### src/sv/rqp_pkg.sv
// Package for the repeat quantifier parser: character codes, token classes,
// status codes and the token word passed from front to back. No dependencies.
package rqp_pkg;

    localparam int COUNT_WIDTH_DEF = 32;
    localparam int QUEUE_DEPTH     = 2;
    localparam int OUT_WIDTH       = 32;

    localparam logic [7:0] CH_LBRACE = 8'h7B;
    localparam logic [7:0] CH_RBRACE = 8'h7D;
    localparam logic [7:0] CH_COMMA  = 8'h2C;
    localparam logic [7:0] CH_SPACE  = 8'h20;
    localparam logic [7:0] CH_ZERO   = 8'h30;
    localparam logic [7:0] CH_NINE   = 8'h39;
    localparam int         RADIX     = 10;

    typedef logic [2:0] tok_kind_t;
    localparam tok_kind_t TOK_EOT   = 3'd0;
    localparam tok_kind_t TOK_OPEN  = 3'd1;
    localparam tok_kind_t TOK_CLOSE = 3'd2;
    localparam tok_kind_t TOK_COMMA = 3'd3;
    localparam tok_kind_t TOK_SPACE = 3'd4;
    localparam tok_kind_t TOK_DIGIT = 3'd5;
    localparam tok_kind_t TOK_OTHER = 3'd6;

    typedef logic [1:0] status_t;
    localparam status_t ST_PENDING = 2'd0;
    localparam status_t ST_ACCEPT  = 2'd1;
    localparam status_t ST_ERROR   = 2'd2;

    typedef struct packed {
        tok_kind_t  kind;
        logic [3:0] digit;
    } token_t;

endpackage

### src/sv/rqp_front.sv
// Front end: classifies one input character into a token word.
// Depends on rqp_pkg.
module rqp_front (
    input  logic [7:0]      char_code,
    input  logic            end_of_text,
    output rqp_pkg::token_t token
);
    import rqp_pkg::*;

    logic [7:0] digit_val;

    assign digit_val = char_code - CH_ZERO;

    always_comb begin
        token.digit = digit_val[3:0];
        if (end_of_text) begin
            token.kind = TOK_EOT;
        end else if (char_code == CH_LBRACE) begin
            token.kind = TOK_OPEN;
        end else if (char_code == CH_RBRACE) begin
            token.kind = TOK_CLOSE;
        end else if (char_code == CH_COMMA) begin
            token.kind = TOK_COMMA;
        end else if (char_code == CH_SPACE) begin
            token.kind = TOK_SPACE;
        end else if (char_code >= CH_ZERO && char_code <= CH_NINE) begin
            token.kind = TOK_DIGIT;
        end else begin
            token.kind = TOK_OTHER;
        end
    end

endmodule

### src/sv/rqp_queue.sv
// Short token queue between front and back, held in flip-flops.
// Depends on rqp_pkg.
module rqp_queue #(
    parameter int DEPTH = rqp_pkg::QUEUE_DEPTH
) (
    input  logic            aclk,
    input  logic            aresetn,
    input  logic            push_valid,
    output logic            push_ready,
    input  rqp_pkg::token_t push_data,
    output logic            pop_valid,
    input  logic            pop_ready,
    output rqp_pkg::token_t pop_data
);
    import rqp_pkg::*;

    localparam int PTR_W = (DEPTH > 1) ? $clog2(DEPTH) : 1;
    localparam int CNT_W = $clog2(DEPTH + 1);
    localparam logic [PTR_W-1:0] PTR_LAST = PTR_W'(DEPTH - 1);
    localparam logic [CNT_W-1:0] CNT_FULL = CNT_W'(DEPTH);

    token_t           mem_reg [DEPTH];
    logic [PTR_W-1:0] wr_ptr_reg, wr_ptr_next;
    logic [PTR_W-1:0] rd_ptr_reg, rd_ptr_next;
    logic [CNT_W-1:0] count_reg, count_next;
    logic             do_push, do_pop;

    assign push_ready = (count_reg != CNT_FULL);
    assign pop_valid  = (count_reg != '0);
    assign pop_data   = mem_reg[rd_ptr_reg];
    assign do_push    = push_valid && push_ready;
    assign do_pop     = pop_valid && pop_ready;

    always_comb begin
        wr_ptr_next = wr_ptr_reg;
        rd_ptr_next = rd_ptr_reg;
        count_next  = count_reg;
        if (do_push) begin
            wr_ptr_next = (wr_ptr_reg == PTR_LAST) ? '0 : wr_ptr_reg + PTR_W'(1);
        end
        if (do_pop) begin
            rd_ptr_next = (rd_ptr_reg == PTR_LAST) ? '0 : rd_ptr_reg + PTR_W'(1);
        end
        if (do_push && !do_pop) begin
            count_next = count_reg + CNT_W'(1);
        end else if (do_pop && !do_push) begin
            count_next = count_reg - CNT_W'(1);
        end
    end

    always_ff @(posedge aclk) begin
        if (!aresetn) begin
            wr_ptr_reg <= '0;
            rd_ptr_reg <= '0;
            count_reg  <= '0;
        end else begin
            wr_ptr_reg <= wr_ptr_next;
            rd_ptr_reg <= rd_ptr_next;
            count_reg  <= count_next;
        end
    end

    always_ff @(posedge aclk) begin
        if (do_push) begin
            mem_reg[wr_ptr_reg] <= push_data;
        end
    end

endmodule

### src/sv/rqp_back.sv
// Back end: quantifier state machine, count accumulators and result register.
// Depends on rqp_pkg.
module rqp_back #(
    parameter int COUNT_WIDTH = rqp_pkg::COUNT_WIDTH_DEF
) (
    input  logic            aclk,
    input  logic            aresetn,
    input  logic            tok_valid,
    output logic            tok_ready,
    input  rqp_pkg::token_t tok,
    output logic            m_tvalid,
    input  logic            m_tready,
    output logic [63:0]     m_tdata,
    output logic [1:0]      m_tuser
);
    import rqp_pkg::*;

    localparam logic [2:0] PH_OPEN      = 3'd0;
    localparam logic [2:0] PH_MIN_LEAD  = 3'd1;
    localparam logic [2:0] PH_MIN_DIG   = 3'd2;
    localparam logic [2:0] PH_MIN_TRAIL = 3'd3;
    localparam logic [2:0] PH_MAX_LEAD  = 3'd4;
    localparam logic [2:0] PH_MAX_DIG   = 3'd5;
    localparam logic [2:0] PH_MAX_TRAIL = 3'd6;

    localparam int WIDE_W = COUNT_WIDTH + 4;

    logic [2:0]             phase_reg, phase_next, ph;
    logic [COUNT_WIDTH-1:0] min_acc_reg, min_acc_next;
    logic [COUNT_WIDTH-1:0] max_acc_reg, max_acc_next;
    logic [COUNT_WIDTH-1:0] acc_sel;
    logic [WIDE_W-1:0]      acc_wide;
    logic                   acc_ovf, in_max;
    logic [2:0]             ph_dig, ph_trail;

    logic                   out_valid_reg;
    status_t                status_reg, status_next;
    logic [OUT_WIDTH-1:0]   min_out_reg, min_out_next;
    logic [OUT_WIDTH-1:0]   max_out_reg, max_out_next;
    logic [COUNT_WIDTH+OUT_WIDTH-1:0] min_ext, max_ext;
    logic                   adv;

    assign adv       = tok_valid && tok_ready;
    assign tok_ready = !out_valid_reg || m_tready;

    // Unused phase codes behave as expecting the opening brace.
    always_comb begin
        unique case (phase_reg) inside
            PH_OPEN, PH_MIN_LEAD, PH_MIN_DIG, PH_MIN_TRAIL,
            PH_MAX_LEAD, PH_MAX_DIG, PH_MAX_TRAIL: ph = phase_reg;
            default:                               ph = PH_OPEN;
        endcase
    end

    assign in_max   = (ph >= PH_MAX_LEAD);
    assign ph_dig   = in_max ? PH_MAX_DIG : PH_MIN_DIG;
    assign ph_trail = in_max ? PH_MAX_TRAIL : PH_MIN_TRAIL;
    assign acc_sel  = in_max ? max_acc_reg : min_acc_reg;

    // acc * 10 + digit as (acc << 3) + (acc << 1) + digit; overflow when the
    // extra top bits are set.
    assign acc_wide = {1'b0, acc_sel, 3'b000} + {3'b000, acc_sel, 1'b0}
                    + {{COUNT_WIDTH{1'b0}}, tok.digit};
    assign acc_ovf  = |acc_wide[WIDE_W-1:COUNT_WIDTH];

    assign min_ext = {{OUT_WIDTH{1'b0}}, min_acc_reg};
    assign max_ext = {{OUT_WIDTH{1'b0}}, max_acc_reg};

    always_comb begin
        phase_next   = phase_reg;
        min_acc_next = min_acc_reg;
        max_acc_next = max_acc_reg;
        status_next  = ST_PENDING;
        min_out_next = '0;
        max_out_next = '0;
        if (tok.kind == TOK_EOT) begin
            phase_next  = PH_OPEN;
            status_next = (ph == PH_OPEN) ? ST_PENDING : ST_ERROR;
        end else if (ph == PH_OPEN) begin
            if (tok.kind == TOK_OPEN) begin
                min_acc_next = '0;
                max_acc_next = '0;
                phase_next   = PH_MIN_LEAD;
            end else begin
                status_next = ST_ERROR;
            end
        end else begin
            case (tok.kind)
                TOK_SPACE: begin
                    if (ph == ph_dig) begin
                        phase_next = ph_trail;
                    end
                end
                TOK_DIGIT: begin
                    if (ph == ph_trail || acc_ovf) begin
                        phase_next  = PH_OPEN;
                        status_next = ST_ERROR;
                    end else begin
                        phase_next = ph_dig;
                        if (in_max) begin
                            max_acc_next = acc_wide[COUNT_WIDTH-1:0];
                        end else begin
                            min_acc_next = acc_wide[COUNT_WIDTH-1:0];
                        end
                    end
                end
                TOK_COMMA: begin
                    if (in_max) begin
                        phase_next  = PH_OPEN;
                        status_next = ST_ERROR;
                    end else begin
                        phase_next = PH_MAX_LEAD;
                    end
                end
                TOK_CLOSE: begin
                    phase_next   = PH_OPEN;
                    status_next  = ST_ACCEPT;
                    min_out_next = min_ext[OUT_WIDTH-1:0];
                    max_out_next = in_max ? max_ext[OUT_WIDTH-1:0] : min_ext[OUT_WIDTH-1:0];
                end
                default: begin
                    phase_next  = PH_OPEN;
                    status_next = ST_ERROR;
                end
            endcase
        end
    end

    always_ff @(posedge aclk) begin
        if (!aresetn) begin
            phase_reg     <= PH_OPEN;
            min_acc_reg   <= '0;
            max_acc_reg   <= '0;
            out_valid_reg <= 1'b0;
        end else begin
            if (adv) begin
                phase_reg   <= phase_next;
                min_acc_reg <= min_acc_next;
                max_acc_reg <= max_acc_next;
            end
            if (adv) begin
                out_valid_reg <= 1'b1;
            end else if (m_tready) begin
                out_valid_reg <= 1'b0;
            end
        end
    end

    always_ff @(posedge aclk) begin
        if (adv) begin
            status_reg  <= status_next;
            min_out_reg <= min_out_next;
            max_out_reg <= max_out_next;
        end
    end

    assign m_tvalid = out_valid_reg;
    assign m_tdata  = {max_out_reg, min_out_reg};
    assign m_tuser  = status_reg;

endmodule

### src/sv/repeat_quantifier_parser.sv
// Repeat quantifier parser: parses '{' [min] [',' [max]] '}' one character per word.
// A word passes through the queue, then the result register, before its result shows.
// Throughput: one word per cycle while m_tready takes results; the back end does its
// state update and the times-ten add on the count together.
// Reset: synchronous aresetn (active low) empties the queue and result register and
// returns the parser to expecting '{' with both counts zero.
module repeat_quantifier_parser #(
    parameter int COUNT_WIDTH = rqp_pkg::COUNT_WIDTH_DEF
) (
    input  logic        aclk,
    input  logic        aresetn,
    // Input words.
    input  logic        s_tvalid,
    output logic        s_tready,
    input  logic [7:0]  s_tdata,   // [7:0] char_code
    input  logic [0:0]  s_tuser,   // [0] end_of_text
    // Result words.
    output logic        m_tvalid,
    input  logic        m_tready,
    output logic [63:0] m_tdata,   // [31:0] min_count, [63:32] max_count
    output logic [1:0]  m_tuser    // [1:0] parse_status
);
    import rqp_pkg::*;

    token_t front_tok;
    token_t back_tok;
    logic   back_valid;
    logic   back_ready;

    // Classify the incoming character; no state in the front end.
    rqp_front u_front (
        .char_code   (s_tdata),
        .end_of_text (s_tuser[0]),
        .token       (front_tok)
    );

    // Hold classified tokens until the back end takes them; the front end
    // stalls only when this queue is full.
    rqp_queue #(
        .DEPTH (QUEUE_DEPTH)
    ) u_queue (
        .aclk       (aclk),
        .aresetn    (aresetn),
        .push_valid (s_tvalid),
        .push_ready (s_tready),
        .push_data  (front_tok),
        .pop_valid  (back_valid),
        .pop_ready  (back_ready),
        .pop_data   (back_tok)
    );

    // Advance the quantifier state machine and register one result per token.
    rqp_back #(
        .COUNT_WIDTH (COUNT_WIDTH)
    ) u_back (
        .aclk      (aclk),
        .aresetn   (aresetn),
        .tok_valid (back_valid),
        .tok_ready (back_ready),
        .tok       (back_tok),
        .m_tvalid  (m_tvalid),
        .m_tready  (m_tready),
        .m_tdata   (m_tdata),
        .m_tuser   (m_tuser)
    );

endmodule

### config.mk
export PLATFORM = sky130hd
export DESIGN_NAME = repeat_quantifier_parser
export DESIGN_NICKNAME = d
export VERILOG_FILES = /design/src/sv/rqp_pkg.sv /design/src/sv/rqp_front.sv /design/src/sv/rqp_queue.sv /design/src/sv/rqp_back.sv /design/src/sv/repeat_quantifier_parser.sv
export SDC_FILE = /design/constraint.sdc
export NUM_CORES = 1
export LEC_CHECK = 0
export BUFFER_PORTS_ARGS = -buffer_cell sky130_fd_sc_hd__buf_2
export CAP_MARGIN = 10
export CELL_PAD_IN_SITES_DETAIL_PLACEMENT = 1
export CELL_PAD_IN_SITES_GLOBAL_PLACEMENT = 2
export CORE_MARGIN = 2
export CORE_UTILIZATION = 39
export CTS_CLUSTER_SIZE = 14
export DETAILED_ROUTE_END_ITERATION = 6
export PLACE_DENSITY_LB_ADDON = 0.1
export SLEW_MARGIN = 20
export SYNTH_ARGS = -nofsm -noshare
export SYNTH_HDL_FRONTEND = slang
export SYNTH_SLANG_ARGS = --single-unit
### constraint.sdc
create_clock -name aclk -period 7.71 [get_ports aclk]
set_input_delay 1.1565 -clock aclk [delete_from_list [all_inputs] [get_ports aclk]]
set_output_delay 1.1565 -clock aclk [all_outputs]
set_load 0.02 [all_outputs]
==> impl_results.md <==
* Post-synthesis async set-or-reset flop share at 0%
* Ys flop type: edfxtp_1
* Clock power frac at 30.2%
* Routability cong. at 0.870
* Slew Viols, Final at 0
* Max Cap Viol at 0
* Share of cells above drive strength 1 at 18.8%
* Total grt overflow at 0
* Initial antenna violation count at 0
* Crit. End Element: register
* Residual DRC at 0
* Die ar. at about 23000 µm²
* TritonCTS clock tree: yes
* Status: finished clean
* DR iter-0 viols at approximately 390
* Final period utilization at 81.8%
* RSZ-0062 raised after global routing: false
* Syn_nets at 885
* Min Clock Period, post-route at ~6.3 ns
* Largest net degree at the start of global routing at 72
* Synth Register Bits at 153
* CP Data Required Time at between 8 and 9 ns
* WHS Path Cells at 1
* Drt pass-1 iters at 4
* Clk Tree Root Cell: clkbuf_16
* Net Sw Frac at 34.7%
* Crit path max fanout at 35
* DR vias at 6370
* Hold_sp: u_back.max_acc_reg[9]
* Core Footprint at 21100 µm²
* Clk_lat worst skew at 0.43 ns
* Cts bufs inserted at 17
* Post-CTS Hold Buffers at 0
* Clock-pin slew on the worst setup and hold paths at 0.06 ns
* Reg2reg path depth at 16
* # nets final at 946
* Dpl ws at 1.47 ns
* Slew of the pin with the lowest slew margin at between 1 and 1.5 ns
* Ranking of synthesized cells by area: edfxtp_1, dfxtp_1, ha_1
* Die H at ~150 µm
* Via density per instance at roughly 5.5
* Layout Utilization at 45.3%
* Peak VDD IR at 0.183 mV
* Gr usage total at 20.3%
* TNS Setup at 0 ns
* Biggest area consumer among synthesized cells: edfxtp_1
* Top-area cell type share of the netlist area at 28.6%
* Post-Syn Instances at about 810
* Global-route wire length before repair at 35600 µm
* P_int at approximately 1.7 mW
* Syn Area/Cell at between 10 and 15 µm²
* Setup repair bufs after CTS at 0
* R2R Path Start: u_back.phase_reg[2]
* Wirelength per Cell at roughly 19 µm
* Final setup viols at 0
* Share of total power in sequential cells at ~44%
* Synth Warn # at 0
* Clock Tree Buf Depth at 2
* Leak Pwr at 3.98 nW
* Synthesized area at 8390 µm²
* Count leader, synth: edfxtp_1
* CP Launch Type: register
* Synth cell types at 65
* Diodes inserted at 0
* FF-to-FF setup slack at between 1 and 1.5 ns
* Number of H-tree levels at 4
* PortBufs at 80
* Worst hold path type: reg -> reg
* CTS resizes at 0
* Register area share after synthesis at 46.1%
* Endpoints failing hold at 0
* P_sw at 879 µW
* Total I/O pin count at 81
* Clk_skew at 0.00762 ns
* # rows at 53
* EDFF count, synth at 80
* Post-synth top cells: edfxtp_1, dfxtp_1, and2_1, ha_1, nand3_1
* Crit Path Category: reg -> reg
* Setup ws final at 1.40 ns
* DRT Wirelength at around 22000 µm
* Crit path DAT at ~6.6 ns
* Slew HR at 28.5%
* Reg-to-Reg End: u_back.max_acc_reg[25]
* Starting density of the core at 39.8%
* Power density over the cells at 265 nW/µm²
* Syn-to-layout area delta at 13.9%
* Post-DP HPWL at 15300 µm
* Logic pwr share at 25.4%
* Maximum clock rate at 0.159 GHz
* Vias in the first global route at 6543
* TritonCTS Sinks at 153
* Hold path endpoint: u_back.max_acc_reg[9]
* Die Width at 151 µm
* Final ANT Viol Nets at 0
==> cells by family (layout without fill, tap and decap cells) <==
family	after synthesis	after routing	synth area share [%]
simple gates	261	261	16.6
compound gates	194	194	15.5
flops	153	153	46.1
fa+ha+maj	66	66	9.94
buf+inv	57	131	2.91
mux	42	42	5.55
xor+xnor	33	33	3.45
==> placed cells by master, fill, tap and decap left out, types with 4 or more instances in the layout <==
master | synthesis | final
a211oi_1 | 4 | 4
a21o_1 | 17 | 17
a21oi_1 | 42 | 42
a31oi_1 | 13 | 13
and2_1 | 69 | 69
and3_1 | 8 | 8
buf_2 | 0 | 80
buf_4 | 2 | 6
clkbuf_16 | 0 | 17
clkinv_4 | 0 | 4
clkinvlp_4 | 0 | 5
dfxtp_1 | 73 | 73
edfxtp_1 | 80 | 80
ha_1 | 65 | 65
inv_1 | 12 | 12
mux2_2 | 36 | 36
mux2i_1 | 6 | 6
nand2_1 | 50 | 50
nand2b_1 | 6 | 6
nand3_1 | 58 | 58
nand4_1 | 10 | 10
nor2_1 | 25 | 23
nor3_1 | 8 | 7
nor4_1 | 4 | 4
o211ai_1 | 10 | 10
o21ai_0 | 48 | 48
o21bai_1 | 4 | 4
o2bb2ai_1 | 20 | 20
o31ai_1 | 7 | 7
or3_1 | 8 | 8
xnor2_1 | 20 | 20
xor2_1 | 13 | 13
==> worst max path at each step <==
stage / end / startpoint
floorplan: u_back.phase_reg[0] / m_tready
global placement: u_back.max_acc_reg[25] / u_back.phase_reg[2]
detailed placement: u_back.max_acc_reg[25] / u_back.phase_reg[2]
CTS: u_back.max_acc_reg[25] / u_back.phase_reg[2]
global route: u_back.max_acc_reg[25] / u_back.phase_reg[2]
finish: u_back.max_acc_reg[25] / u_back.phase_reg[2]
==> critical path: stages, from the launching register on <==
cell and delay, ns:
dfxtp_1 0.53, a21boi_4 0.28, buf_4 0.50, mux2_2 0.45
ha_1 0.33, ha_1 0.41, a21o_1 0.23, a21o_1 0.20
a221oi_2 0.32, o21ai_1 0.15, a221o_1 0.36, or4b_4 0.53
a211oi_4 0.48, and2_1 0.58, o22ai_2 0.33, buf_4 0.30
a32o_1 0.21
==> power by group through the flow <==
stage               Combinational (mW)  Sequential [mW]  Clock (mW)
CTS                              0.660             1.13       0.788
global placement                 0.642             1.13           0
detailed placement               0.657             1.14           0
floorplan                        0.229             1.35           0
global route                     0.700             1.15       0.822
finish                           0.645             1.12       0.766
==> metal layers <==
| layer | global-route usage (%) | up-vias | share of wire (%) |
|---|---|---|---|
| li1 | - | 3129 | - |
| met1 | 27.6 | 3114 | 49 |
| met2 | 33.4 | 108 | 47 |
| met3 | 2.91 | 19 | 2.9 |
| met4 | 5.98 | 0 | 1.3 |
| met5 | 0 | - | 0 |
==> area by class of cell <==
type,instances,area (µm²)
multi-input cells,596,4320
flip-flops and latches,153,3860
clock inverters,12,95.1
well taps,275,344
fillers,2365,11500
inverters,13,48.8
clock buffers,20,437
repair buffers,86,445
==> through the flow <==
step / power [mW] / hold WS (ns) / instances / instance area, µm²
finish: 2.53 / 0.458 / 1155 / 9550
global route: 2.67 / 0.475 / 1155 / 9550
CTS: 2.58 / 0.460 / 1155 / 9550
detailed placement: 1.80 / 0.443 / 1123 / 9020
global placement: 1.78 / 0.440 / 1123 / 9010
floorplan: 1.57 / 0.427 / 806 / 8390
(Power assumes the default switching activity.)
